$ cat config.mk
export PLATFORM = sky130hd
export DESIGN_NAME = tbpg_core
export DESIGN_NICKNAME = d
export VERILOG_FILES = /design/src/hdl/tbpg_pkg.sv /design/src/hdl/tbpg_core.sv
export SDC_FILE = /design/constraint.sdc
export NUM_CORES = 1
export LEC_CHECK = 0
export BUFFER_PORTS_ARGS = -buffer_cell sky130_fd_sc_hd__buf_2
export CORE_UTILIZATION = 30
export DETAILED_ROUTE_END_ITERATION = 8
export PLACE_DENSITY = 0.49
export SYNTH_ARGS = -nofsm -noshare
export SYNTH_HDL_FRONTEND = slang
export SYNTH_SLANG_ARGS = --single-unit
$ cat constraint.sdc
create_clock -name clk_i -period 4.18 [get_ports clk_i]
set_clock_uncertainty 0.05 [all_clocks]
set_input_delay 0.209 -clock clk_i [delete_from_list [all_inputs] [get_ports clk_i]]
set_output_delay 0.209 -clock clk_i [all_outputs]
set_load 0.03 [all_outputs]
$ cat src/hdl/tbpg_pkg.sv
// Shared types, register codes and reset values of the tape block pulse generator.
package tbpg_pkg;

  // Request codes
  localparam logic [1:0] REQ_START = 2'd0;
  localparam logic [1:0] REQ_WRITE = 2'd1;
  localparam logic [1:0] REQ_TICK  = 2'd2;

  // Configuration register indexes
  localparam int unsigned CFG_IW = 3;
  localparam int unsigned CFG_DW = 24;
  localparam logic [CFG_IW-1:0] CFG_PILOT_LEN   = 3'd0;
  localparam logic [CFG_IW-1:0] CFG_SYNC1_LEN   = 3'd1;
  localparam logic [CFG_IW-1:0] CFG_SYNC2_LEN   = 3'd2;
  localparam logic [CFG_IW-1:0] CFG_ZERO_LEN    = 3'd3;
  localparam logic [CFG_IW-1:0] CFG_ONE_LEN     = 3'd4;
  localparam logic [CFG_IW-1:0] CFG_PAUSE_LEN   = 3'd5;
  localparam logic [CFG_IW-1:0] CFG_HDR_PILOTS  = 3'd6;
  localparam logic [CFG_IW-1:0] CFG_DATA_PILOTS = 3'd7;

  // Register reset values
  localparam logic [15:0] RST_PILOT_LEN   = 16'd2168;
  localparam logic [15:0] RST_SYNC1_LEN   = 16'd667;
  localparam logic [15:0] RST_SYNC2_LEN   = 16'd735;
  localparam logic [15:0] RST_ZERO_LEN    = 16'd855;
  localparam logic [15:0] RST_ONE_LEN     = 16'd1710;
  localparam logic [23:0] RST_PAUSE_LEN   = 24'd3500000;
  localparam logic [13:0] RST_HDR_PILOTS  = 14'd8063;
  localparam logic [13:0] RST_DATA_PILOTS = 14'd3223;

  typedef struct packed {
    logic [1:0]  req_type;
    logic        hdr_blk;
    logic [16:0] block_length;
    logic [15:0] byte_index;
    logic [7:0]  byte_value;
    logic [15:0] tick_cycles;
  } tbpg_req_t;

  typedef struct packed {
    logic ear_out;
    logic done_res;
  } tbpg_res_t;

  typedef struct packed {
    logic [15:0] pilot_pulse_len;
    logic [15:0] sync_first_len;
    logic [15:0] sync_second_len;
    logic [15:0] zero_bit_len;
    logic [15:0] one_bit_len;
    logic [23:0] pause_len;
    logic [13:0] header_pilot_count;
    logic [13:0] data_pilot_count;
  } tbpg_cfg_t;

endpackage

$ cat src/hdl/tbpg_core.sv
// Pulse sequencer: block phases, pulse timing through one shared subtractor.
module tbpg_core
  import tbpg_pkg::*;
#(
  parameter int unsigned BLOCK_BYTES = 65536
) (
  input  logic                           clk_i,
  input  logic                           rst_ni,
  input  logic                           start_i,
  output logic                           busy_o,
  input  tbpg_req_t                      req_i,
  output logic                           res_valid_o,
  output tbpg_res_t                      res_o,
  input  tbpg_cfg_t                      cfg_i,
  output logic [$clog2(BLOCK_BYTES)-1:0] rd_addr_o,
  input  logic [7:0]                     rd_data_i
);

  localparam int unsigned AW = $clog2(BLOCK_BYTES);
  localparam logic [16:0] MAX_LEN = 17'(BLOCK_BYTES);

  typedef enum logic [1:0] {
    S_IDLE,
    S_TICK,
    S_RD,
    S_LD
  } state_e;

  typedef enum logic [2:0] {
    PH_IDLE  = 3'd0,
    PH_PILOT = 3'd1,
    PH_SYNC1 = 3'd2,
    PH_SYNC2 = 3'd3,
    PH_DATA  = 3'd4,
    PH_PAUSE = 3'd5
  } phase_e;

  state_e      state_q, state_d;
  phase_e      phase_q, phase_d;
  logic [24:0] ptl_q, ptl_d;
  logic [13:0] pilot_q, pilot_d;
  logic [13:0] pilot_dec;
  logic [16:0] byte_pos_q, byte_pos_d;
  logic [16:0] block_len_q, block_len_d;
  logic [2:0]  bit_pos_q, bit_pos_d;
  logic        half_q, half_d;
  logic        level_q, level_d;
  logic        ear_q, ear_d;
  logic [15:0] delta_q, delta_d;
  logic        res_valid_q, res_valid_d;
  tbpg_res_t   res_q, res_d;

  // Shared unit: delta minus time left; sign says whether the pulse ends
  logic [25:0] diff;
  logic [25:0] neg;
  logic        crossing;

  assign diff     = {10'd0, delta_q} - {1'b0, ptl_q};
  assign neg      = ~diff + 26'd1;
  assign crossing = ~diff[25];
  assign pilot_dec = (pilot_q != 14'd0) ? pilot_q - 14'd1 : 14'd0;

  always_comb begin
    state_d     = state_q;
    phase_d     = phase_q;
    ptl_d       = ptl_q;
    pilot_d     = pilot_q;
    byte_pos_d  = byte_pos_q;
    block_len_d = block_len_q;
    bit_pos_d   = bit_pos_q;
    half_d      = half_q;
    level_d     = level_q;
    ear_d       = ear_q;
    delta_d     = delta_q;
    res_valid_d = 1'b0;
    res_d       = res_q;

    unique case (state_q)
      S_IDLE: begin
        if (start_i) begin
          unique case (req_i.req_type)
            REQ_START: begin
              block_len_d = (req_i.block_length > MAX_LEN) ? MAX_LEN : req_i.block_length;
              byte_pos_d  = 17'd0;
              bit_pos_d   = 3'd7;
              half_d      = 1'b0;
              pilot_d     = req_i.hdr_blk ? cfg_i.header_pilot_count
                                          : cfg_i.data_pilot_count;
              if (pilot_d != 14'd0) begin
                phase_d = PH_PILOT;
                ptl_d   = {9'd0, cfg_i.pilot_pulse_len};
              end else begin
                phase_d = PH_SYNC1;
                ptl_d   = {9'd0, cfg_i.sync_first_len};
              end
              res_valid_d = 1'b1;
            end
            REQ_TICK: begin
              delta_d = req_i.tick_cycles;
              state_d = S_TICK;
            end
            default: begin
              // Byte writes go straight to the store; unknown codes only report
              res_valid_d = 1'b1;
            end
          endcase
        end
      end
      S_TICK: begin
        if (phase_q == PH_IDLE || !crossing) begin
          if (phase_q != PH_IDLE) begin
            ptl_d = neg[24:0];
          end
          res_valid_d = 1'b1;
          state_d     = S_IDLE;
        end else begin
          delta_d = diff[15:0];
          ptl_d   = 25'd0;
          unique case (phase_q)
            PH_PILOT: begin
              ear_d   = level_q;
              level_d = ~level_q;
              pilot_d = pilot_dec;
              if (pilot_dec != 14'd0) begin
                ptl_d = {9'd0, cfg_i.pilot_pulse_len};
              end else begin
                phase_d = PH_SYNC1;
                ptl_d   = {9'd0, cfg_i.sync_first_len};
              end
            end
            PH_SYNC1: begin
              ear_d   = level_q;
              level_d = ~level_q;
              phase_d = PH_SYNC2;
              ptl_d   = {9'd0, cfg_i.sync_second_len};
            end
            PH_SYNC2: begin
              ear_d      = level_q;
              level_d    = ~level_q;
              phase_d    = PH_DATA;
              byte_pos_d = 17'd0;
              bit_pos_d  = 3'd7;
              half_d     = 1'b0;
              state_d    = S_RD;
            end
            PH_DATA: begin
              ear_d   = level_q;
              level_d = ~level_q;
              if (!half_q) begin
                half_d = 1'b1;
              end else begin
                half_d = 1'b0;
                if (bit_pos_q == 3'd0) begin
                  bit_pos_d  = 3'd7;
                  byte_pos_d = byte_pos_q + 17'd1;
                end else begin
                  bit_pos_d = bit_pos_q - 3'd1;
                end
              end
              state_d = S_RD;
            end
            PH_PAUSE: begin
              ear_d   = 1'b0;
              phase_d = PH_IDLE;
              ptl_d   = 25'd0;
            end
            default: begin
              phase_d = PH_IDLE;
            end
          endcase
        end
      end
      S_RD: begin
        // Past the last byte: drop into the low pause
        if (byte_pos_q >= block_len_q) begin
          phase_d = PH_PAUSE;
          ear_d   = 1'b0;
          level_d = 1'b0;
          ptl_d   = {1'b0, cfg_i.pause_len};
          state_d = S_TICK;
        end else begin
          state_d = S_LD;
        end
      end
      S_LD: begin
        ptl_d   = rd_data_i[bit_pos_q] ? {9'd0, cfg_i.one_bit_len}
                                       : {9'd0, cfg_i.zero_bit_len};
        state_d = S_TICK;
      end
      default: begin
        state_d = S_IDLE;
      end
    endcase

    if (res_valid_d) begin
      res_d.ear_out  = ear_d;
      res_d.done_res = (phase_d == PH_IDLE);
    end
  end

  always_ff @(posedge clk_i or negedge rst_ni) begin
    if (!rst_ni) begin
      state_q     <= S_IDLE;
      phase_q     <= PH_IDLE;
      ptl_q       <= 25'd0;
      pilot_q     <= 14'd0;
      byte_pos_q  <= 17'd0;
      block_len_q <= 17'd0;
      bit_pos_q   <= 3'd7;
      half_q      <= 1'b0;
      level_q     <= 1'b1;
      ear_q       <= 1'b0;
      delta_q     <= 16'd0;
      res_valid_q <= 1'b0;
      res_q       <= '0;
    end else begin
      state_q     <= state_d;
      phase_q     <= phase_d;
      ptl_q       <= ptl_d;
      pilot_q     <= pilot_d;
      byte_pos_q  <= byte_pos_d;
      block_len_q <= block_len_d;
      bit_pos_q   <= bit_pos_d;
      half_q      <= half_d;
      level_q     <= level_d;
      ear_q       <= ear_d;
      delta_q     <= delta_d;
      res_valid_q <= res_valid_d;
      res_q       <= res_d;
    end
  end

  assign busy_o      = (state_q != S_IDLE);
  assign res_valid_o = res_valid_q;
  assign res_o       = res_q;
  assign rd_addr_o   = byte_pos_q[AW-1:0];

  a_nontick_answers: assert property (@(posedge clk_i) disable iff (!rst_ni)
    (start_i && state_q == S_IDLE && req_i.req_type != REQ_TICK) |=> res_valid_q)
    else $error("non-tick request gave no result beat");

  a_tick_enters_loop: assert property (@(posedge clk_i) disable iff (!rst_ni)
    (start_i && state_q == S_IDLE && req_i.req_type == REQ_TICK) |=> state_q == S_TICK)
    else $error("tick request did not start the timing loop");

  a_idle_no_time: assert property (@(posedge clk_i) disable iff (!rst_ni)
    (phase_q == PH_IDLE) |-> (ptl_q == 25'd0))
    else $error("time left while no block plays");

  a_pause_low: assert property (@(posedge clk_i) disable iff (!rst_ni)
    (phase_q == PH_PAUSE) |-> !ear_q)
    else $error("EAR high during pause");

  a_load_after_read: assert property (@(posedge clk_i) disable iff (!rst_ni)
    (state_q == S_LD) |-> $past(state_q == S_RD))
    else $error("bit load without store read");

  a_result_when_idle: assert property (@(posedge clk_i) disable iff (!rst_ni)
    res_valid_q |-> (state_q == S_IDLE))
    else $error("result beat while sequencer busy");

endmodule

After elaboration in Yosys (flattened, before gate mapping)
Index checks and enable logic that the tools add are counted.
Storage, ports and cells
  bits of input ports: 203
  register bits after elaboration: 103
  word-level logic and storage cells: 139
  output and inout bits: 20
Cells by class
  $lt $le $gt $ge: 3
  add/sub/neg operators: 5
  equal/unequal tests: 21
  mux-type cells: 70
  bitwise operators: 2
  reduce and logical (&&, ||, !) cells: 24
Operators by type and width (count)
  $mux W25: 5
  $mux W17: 6
  $pmux W25 S4: 1
  $mux W16: 6
  $mux W14: 6
  $pmux W17 S2: 2
  $pmux W16 S2: 2
  $reduce_bool A14 Y1: 3
  $mux W3: 10
  $pmux W14 S2: 1
  $sub A16 B25 Y26: 1
  $add A25 B1 Y25 const B: 1
  $not A25 Y25: 1
  $add A17 B1 Y17 const B: 1
  $ge A17 B17 Y1: 1
  $gt A17 B17 Y1 const B: 1
  $sub A14 B1 Y14 const B: 1
  $mux W1: 13
  $mux W2: 6
  $ne A3 B3 Y1 const B: 4
  $pmux W1 S2: 6
  $pmux W3 S2: 2
  $pmux W3 S4: 1
  $reduce_and A4 Y1: 3
  25 further kinds: 41

Longest topological paths before layout
  depth after elaboration: 8
  depth in mapped cells: 15

Worst setup path before layout
No wires, ideal clock.
  path type: register to register
  from: register pilot_q[0]
  to: register res_q, in the netlist res_o[0]
  path slack: 0.927 ns
  data arrival time: 3.100 ns
  cell stages (with the launch flop): 14
  data required time: 4.026 ns
  setup time: 0.104 ns
  path buffers: 1
  clock period less this slack: 3.253 ns
  cell sequence: dfrtp_1 > inv_1 > ha_1 > buf_2 > or4b_4 > nor4_1 > mux2i_1 > o2111ai_1 > a21oi_4 > inv_2 > a211o_1 > a31oi_2 > o21ai_2 > o41ai_2
On the way
  longest elaborated chain between the ends: 8
Ends and longest elaborated chain
  start: declaration: RTL line tbpg_core.sv:41  | logic [13:0] pilot_q, pilot_d;
  start signal: assignment: RTL line tbpg_core.sv:220  | pilot_q <= pilot_d;
  $sub A14 B1 Y14 or $reduce_bool A14 Y1 (tied branches): RTL line tbpg_core.sv:61  | assign pilot_dec = (pilot_q != 14'd0) ? pilot_q - 14'd1 : 14'd0;
  $mux W14 (*): RTL line tbpg_core.sv:61
  $reduce_bool A14 Y1 (*): RTL line tbpg_core.sv:124  | if (pilot_dec != 14'd0) begin
  $mux W3 (*): RTL line tbpg_core.sv:124
  $pmux W3 S4 (*): RTL line tbpg_core.sv:119  | unique case (phase_q)
  $mux W3 (*): RTL line tbpg_core.sv:110  | if (phase_q == PH_IDLE || !crossing) begin
  $pmux W3 S3 (*): RTL line tbpg_core.sv:78  | unique case (state_q)
  via phase_d[0]: RTL line tbpg_core.sv:39  | phase_e phase_q, phase_d;
  $logic_not A3 Y1 (*): RTL line tbpg_core.sv:197  | res_d.done_res = (phase_d == PH_IDLE);
  end signal: assignment: RTL line tbpg_core.sv:229  | res_q <= res_d;
  end: declaration: RTL line tbpg_core.sv:51  | tbpg_res_t res_q, res_d;
Mark *: on every way through the listed nets, which the timed path passes. The rest lies on a longest branch.
A chain may end at the register's enable or synchronous reset.

Worst setup path after layout
  from: register ptl_q[4]
  to: register res_q, in the netlist res_o[0]
On the way
  longest elaborated chain between the ends: 5
Ends and longest elaborated chain
  start: declaration: RTL line tbpg_core.sv:40  | logic [24:0] ptl_q, ptl_d;
  start signal: assignment: RTL line tbpg_core.sv:219  | ptl_q <= ptl_d;
  $sub A16 B25 Y26: RTL line tbpg_core.sv:58  | assign diff = {10'd0, delta_q} - {1'b0, ptl_q};
  $logic_or A1 B1 Y1: RTL line tbpg_core.sv:110
  $mux W3: RTL line tbpg_core.sv:110
  $pmux W3 S3: RTL line tbpg_core.sv:78
  via phase_d[0]: RTL line tbpg_core.sv:39
  $logic_not A3 Y1: RTL line tbpg_core.sv:197
The timed path passes the listed nets, and every way through them passes these cells.

==> out/results.txt <==
TritonCTS Buffers: 9
WS Path Type: reg2reg
Synth Cell Area: 8810 um^2
Final nets: 1,500
Finish-stage setup viols: 0
I/O Pins: 223
Util after Layout: 36.5%
max_slew headroom: 34.7%
GPL Wtd Cong: 0.886
area of the multi-input gates: 5700 um^2
Pleak: 4.65 nW
placed cells: 1,625
Vert. Die Dim: 173 um
met2 GRT Util: 33.7%
Placed Instance Area: 10,200 um^2
asr flop ratio synth: 100%
Worst IR Drop VDD: 340 uV
share of the synthesized area in the top cell type: 28.1%
Post-synth top cells: a21oi_1, dfrtp_1, nor2_1
fin cells: 1,642
die footprint: 30,100 um^2
clock slew at reported path FFs: 0.07 ns
Critical Path AT: 3.97 ns
global-route wire length before repair: 47,300 um
Num Clock Sinks: 103
Detailed Route Iter0 Violations: 550
post-DP HPWL: 23,100 um
R2R depth: 13
Post-Syn Nets: 1,330
TritonCTS clock tree: yes
fillers: 3,003
n_diodes: 0
gr usage total: 20.0%
PwrDens: 819 nW/um^2
GRT busiest layer: met2
Yosys cell types: 78
Area growth syn-to-layout: 19.1%
CP Launch Type: flop
initial antenna violation count: 1
R2R Setup Slk: 0.42 ns
Cells after Synth: 1,083
Initial DRT Pass Iterations: 5
Routed Antenna Nets: 0
period utilization: 89.9%
Routed WL: 29,700 um
post-cts sizing count: 0
PortBufs: 198
GR met1 Demand/Resource: 26.7%
Crit path required time: 4.39 ns
grt ovf: 0
WHS Path Cells: 3
fin. max-slew vios: 0
Post-synth EDFFs: 0
post-synth top area cell: dfrtp_1
layout cell share with drive strength beyond 1: 23.5%
met3 Usage GRT: 2.81%
CTS Buffer Depth: 2
Core ar.: 28,800 um^2
DR DRC count: 0
largest net degree at the start of global routing: 61
synthesized area per cell: 8.14 um^2
Final Hold Fails: 0
Root Driver: clkbuf_16
CP endpoint kind: flop
Tmin final: 3.76 ns
FF-to-FF Start: ptl_q[4]
largest cells by area after synthesis: dfrtp_1, mux2i_1, ha_1
via count: 8,650
clk_lat worst skew: 0.36 ns
Least-Margin Pin Slew: 0.979 ns
flip-flop and latch area: 2580 um^2
FF-to-FF End: res_o[0]
vias in the first global route: 8,682
#FFs+latches synth: 103
max_cap viols: 0
RSZ-0062 raised after global routing: no
Initial Utilization: 30.6%
status: completed
top-count cell post-synth: a21oi_1
Crit Path Max Fanout: 6
row cnt: 62
Achievable Freq: 266 MHz
design area: 10,500 um^2
Seq/Total Area, Yosys: 29.3%
drt via density: 5.27
hold path startpoint: req_i[48]
WHS Endpoint: block_len_q[8]
top_reg_cell synth: dfrtp_1
routed len/inst: 18.1 um
synth warn: 0
total negative setup slack: 0 ns
H-tree lvl count: 3
die width: 173 um
HP Class: in2reg
through the flow:
stage	power, mW	setup slack (ns)	hold WS (ns)
floorplan	5.97	0.927	-0.137
global placement	7.67	0.491	-0.0397
detailed placement	7.71	0.444	-0.0391
CTS	8.59	0.417	0.0127
global route	9.41	0.134	0.0288
finish	8.59	0.421	0.0285
kinds of logic after synthesis:
family	count (synthesis)	synth area share, %
buf+inv	126	6.26
xor+xnor	46	4.57
simple gates	337	18.9
fa+ha+maj	44	6.33
compound gates	338	23.9
mux	89	10.8
flops	103	29.3
area by class of cell:
cell class	count	area share, %
clock buffers	14	2.52
repair buffers	229	11.8
flip-flops and latches	103	24.6
multi-input cells	854	54.3
inverters	56	2.00
well taps	384	4.58
clock inverters	2	0.131
per-layer routing:
metal	vias up	part of all wire [%]
met5	-	0.037
met4	2	1.7
met3	33	3.6
met2	213	48
met1	4118	47
li1	4284	-
worst max-delay path by stage:
stage,from,to,slack [ns],cells after the start
after detailed placement,ptl_q[4],res_o[0],0.44,13
after floorplan,pilot_q[0],res_o[0],0.93,13
final,ptl_q[4],res_o[0],0.42,13
after global placement,pilot_q[0],ptl_q[10],0.49,12
after global routing,delta_q[0],ptl_q[22],0.13,14
after CTS,pilot_q[0],ptl_q[10],0.42,12
layout by cell type (no fill, tap or decap), types with 7 or more instances in the layout:
cell,count
xnor2_1,25
o21ai_0,92
xor2_1,21
and3_1,11
nand4_1,13
nor3_1,25
a22oi_1,7
nand3_1,18
nor2_1,97
nand2b_1,11
nand2_1,90
and2_1,10
or3_1,12
a221oi_1,14
buf_4,30
ha_1,42
mux2_2,27
mux2i_1,59
clkbuf_16,9
buf_2,197
nor4_1,14
o211ai_1,10
inv_1,54
a21o_1,14
o21ai_1,14
a21oi_1,102
a31oi_1,18
dfrtp_1,99
timing repair:
item / 4_1_cts / 5_1_grt
hold buffers: 1 / 0
endpoints found under the hold margin: 40 / 0
buffers inserted: 0 / 0
registers in the layout (all words and copies together) (netlist names):
signal       count
ear_q            1
half_q           1
ptl_q           25
phase_q          3
level_q          1
res_o            2
block_len_q     17
delta_q         16
byte_pos_q      17
res_valid_o      1
pilot_q         14
bit_pos_q        3
state_q          2
power by group:
group | internal [mW] | leakage, nW | switching (mW)
Combinational | 2.32 | 3.22 | 3.76
Sequential | 1.38 | 1.29 | 0.299
Clock | 0.440 | 0.137 | 0.398
Total | 4.14 | 4.65 | 4.45
critical path, cell delays in order (launching register included):
cell,delay [ns]
dfrtp_1,0.36
inv_1,0.05
ha_1,0.39
o211a_1,0.19
a21boi_1,0.33
o21ai_1,0.25
a211oi_2,0.42
o211a_1,0.27
nor2_1,0.12
buf_4,0.19
or4_1,0.47
o21ai_1,0.16
o21ai_2,0.09
o41ai_2,0.32
(Power assumes the default switching activity.)
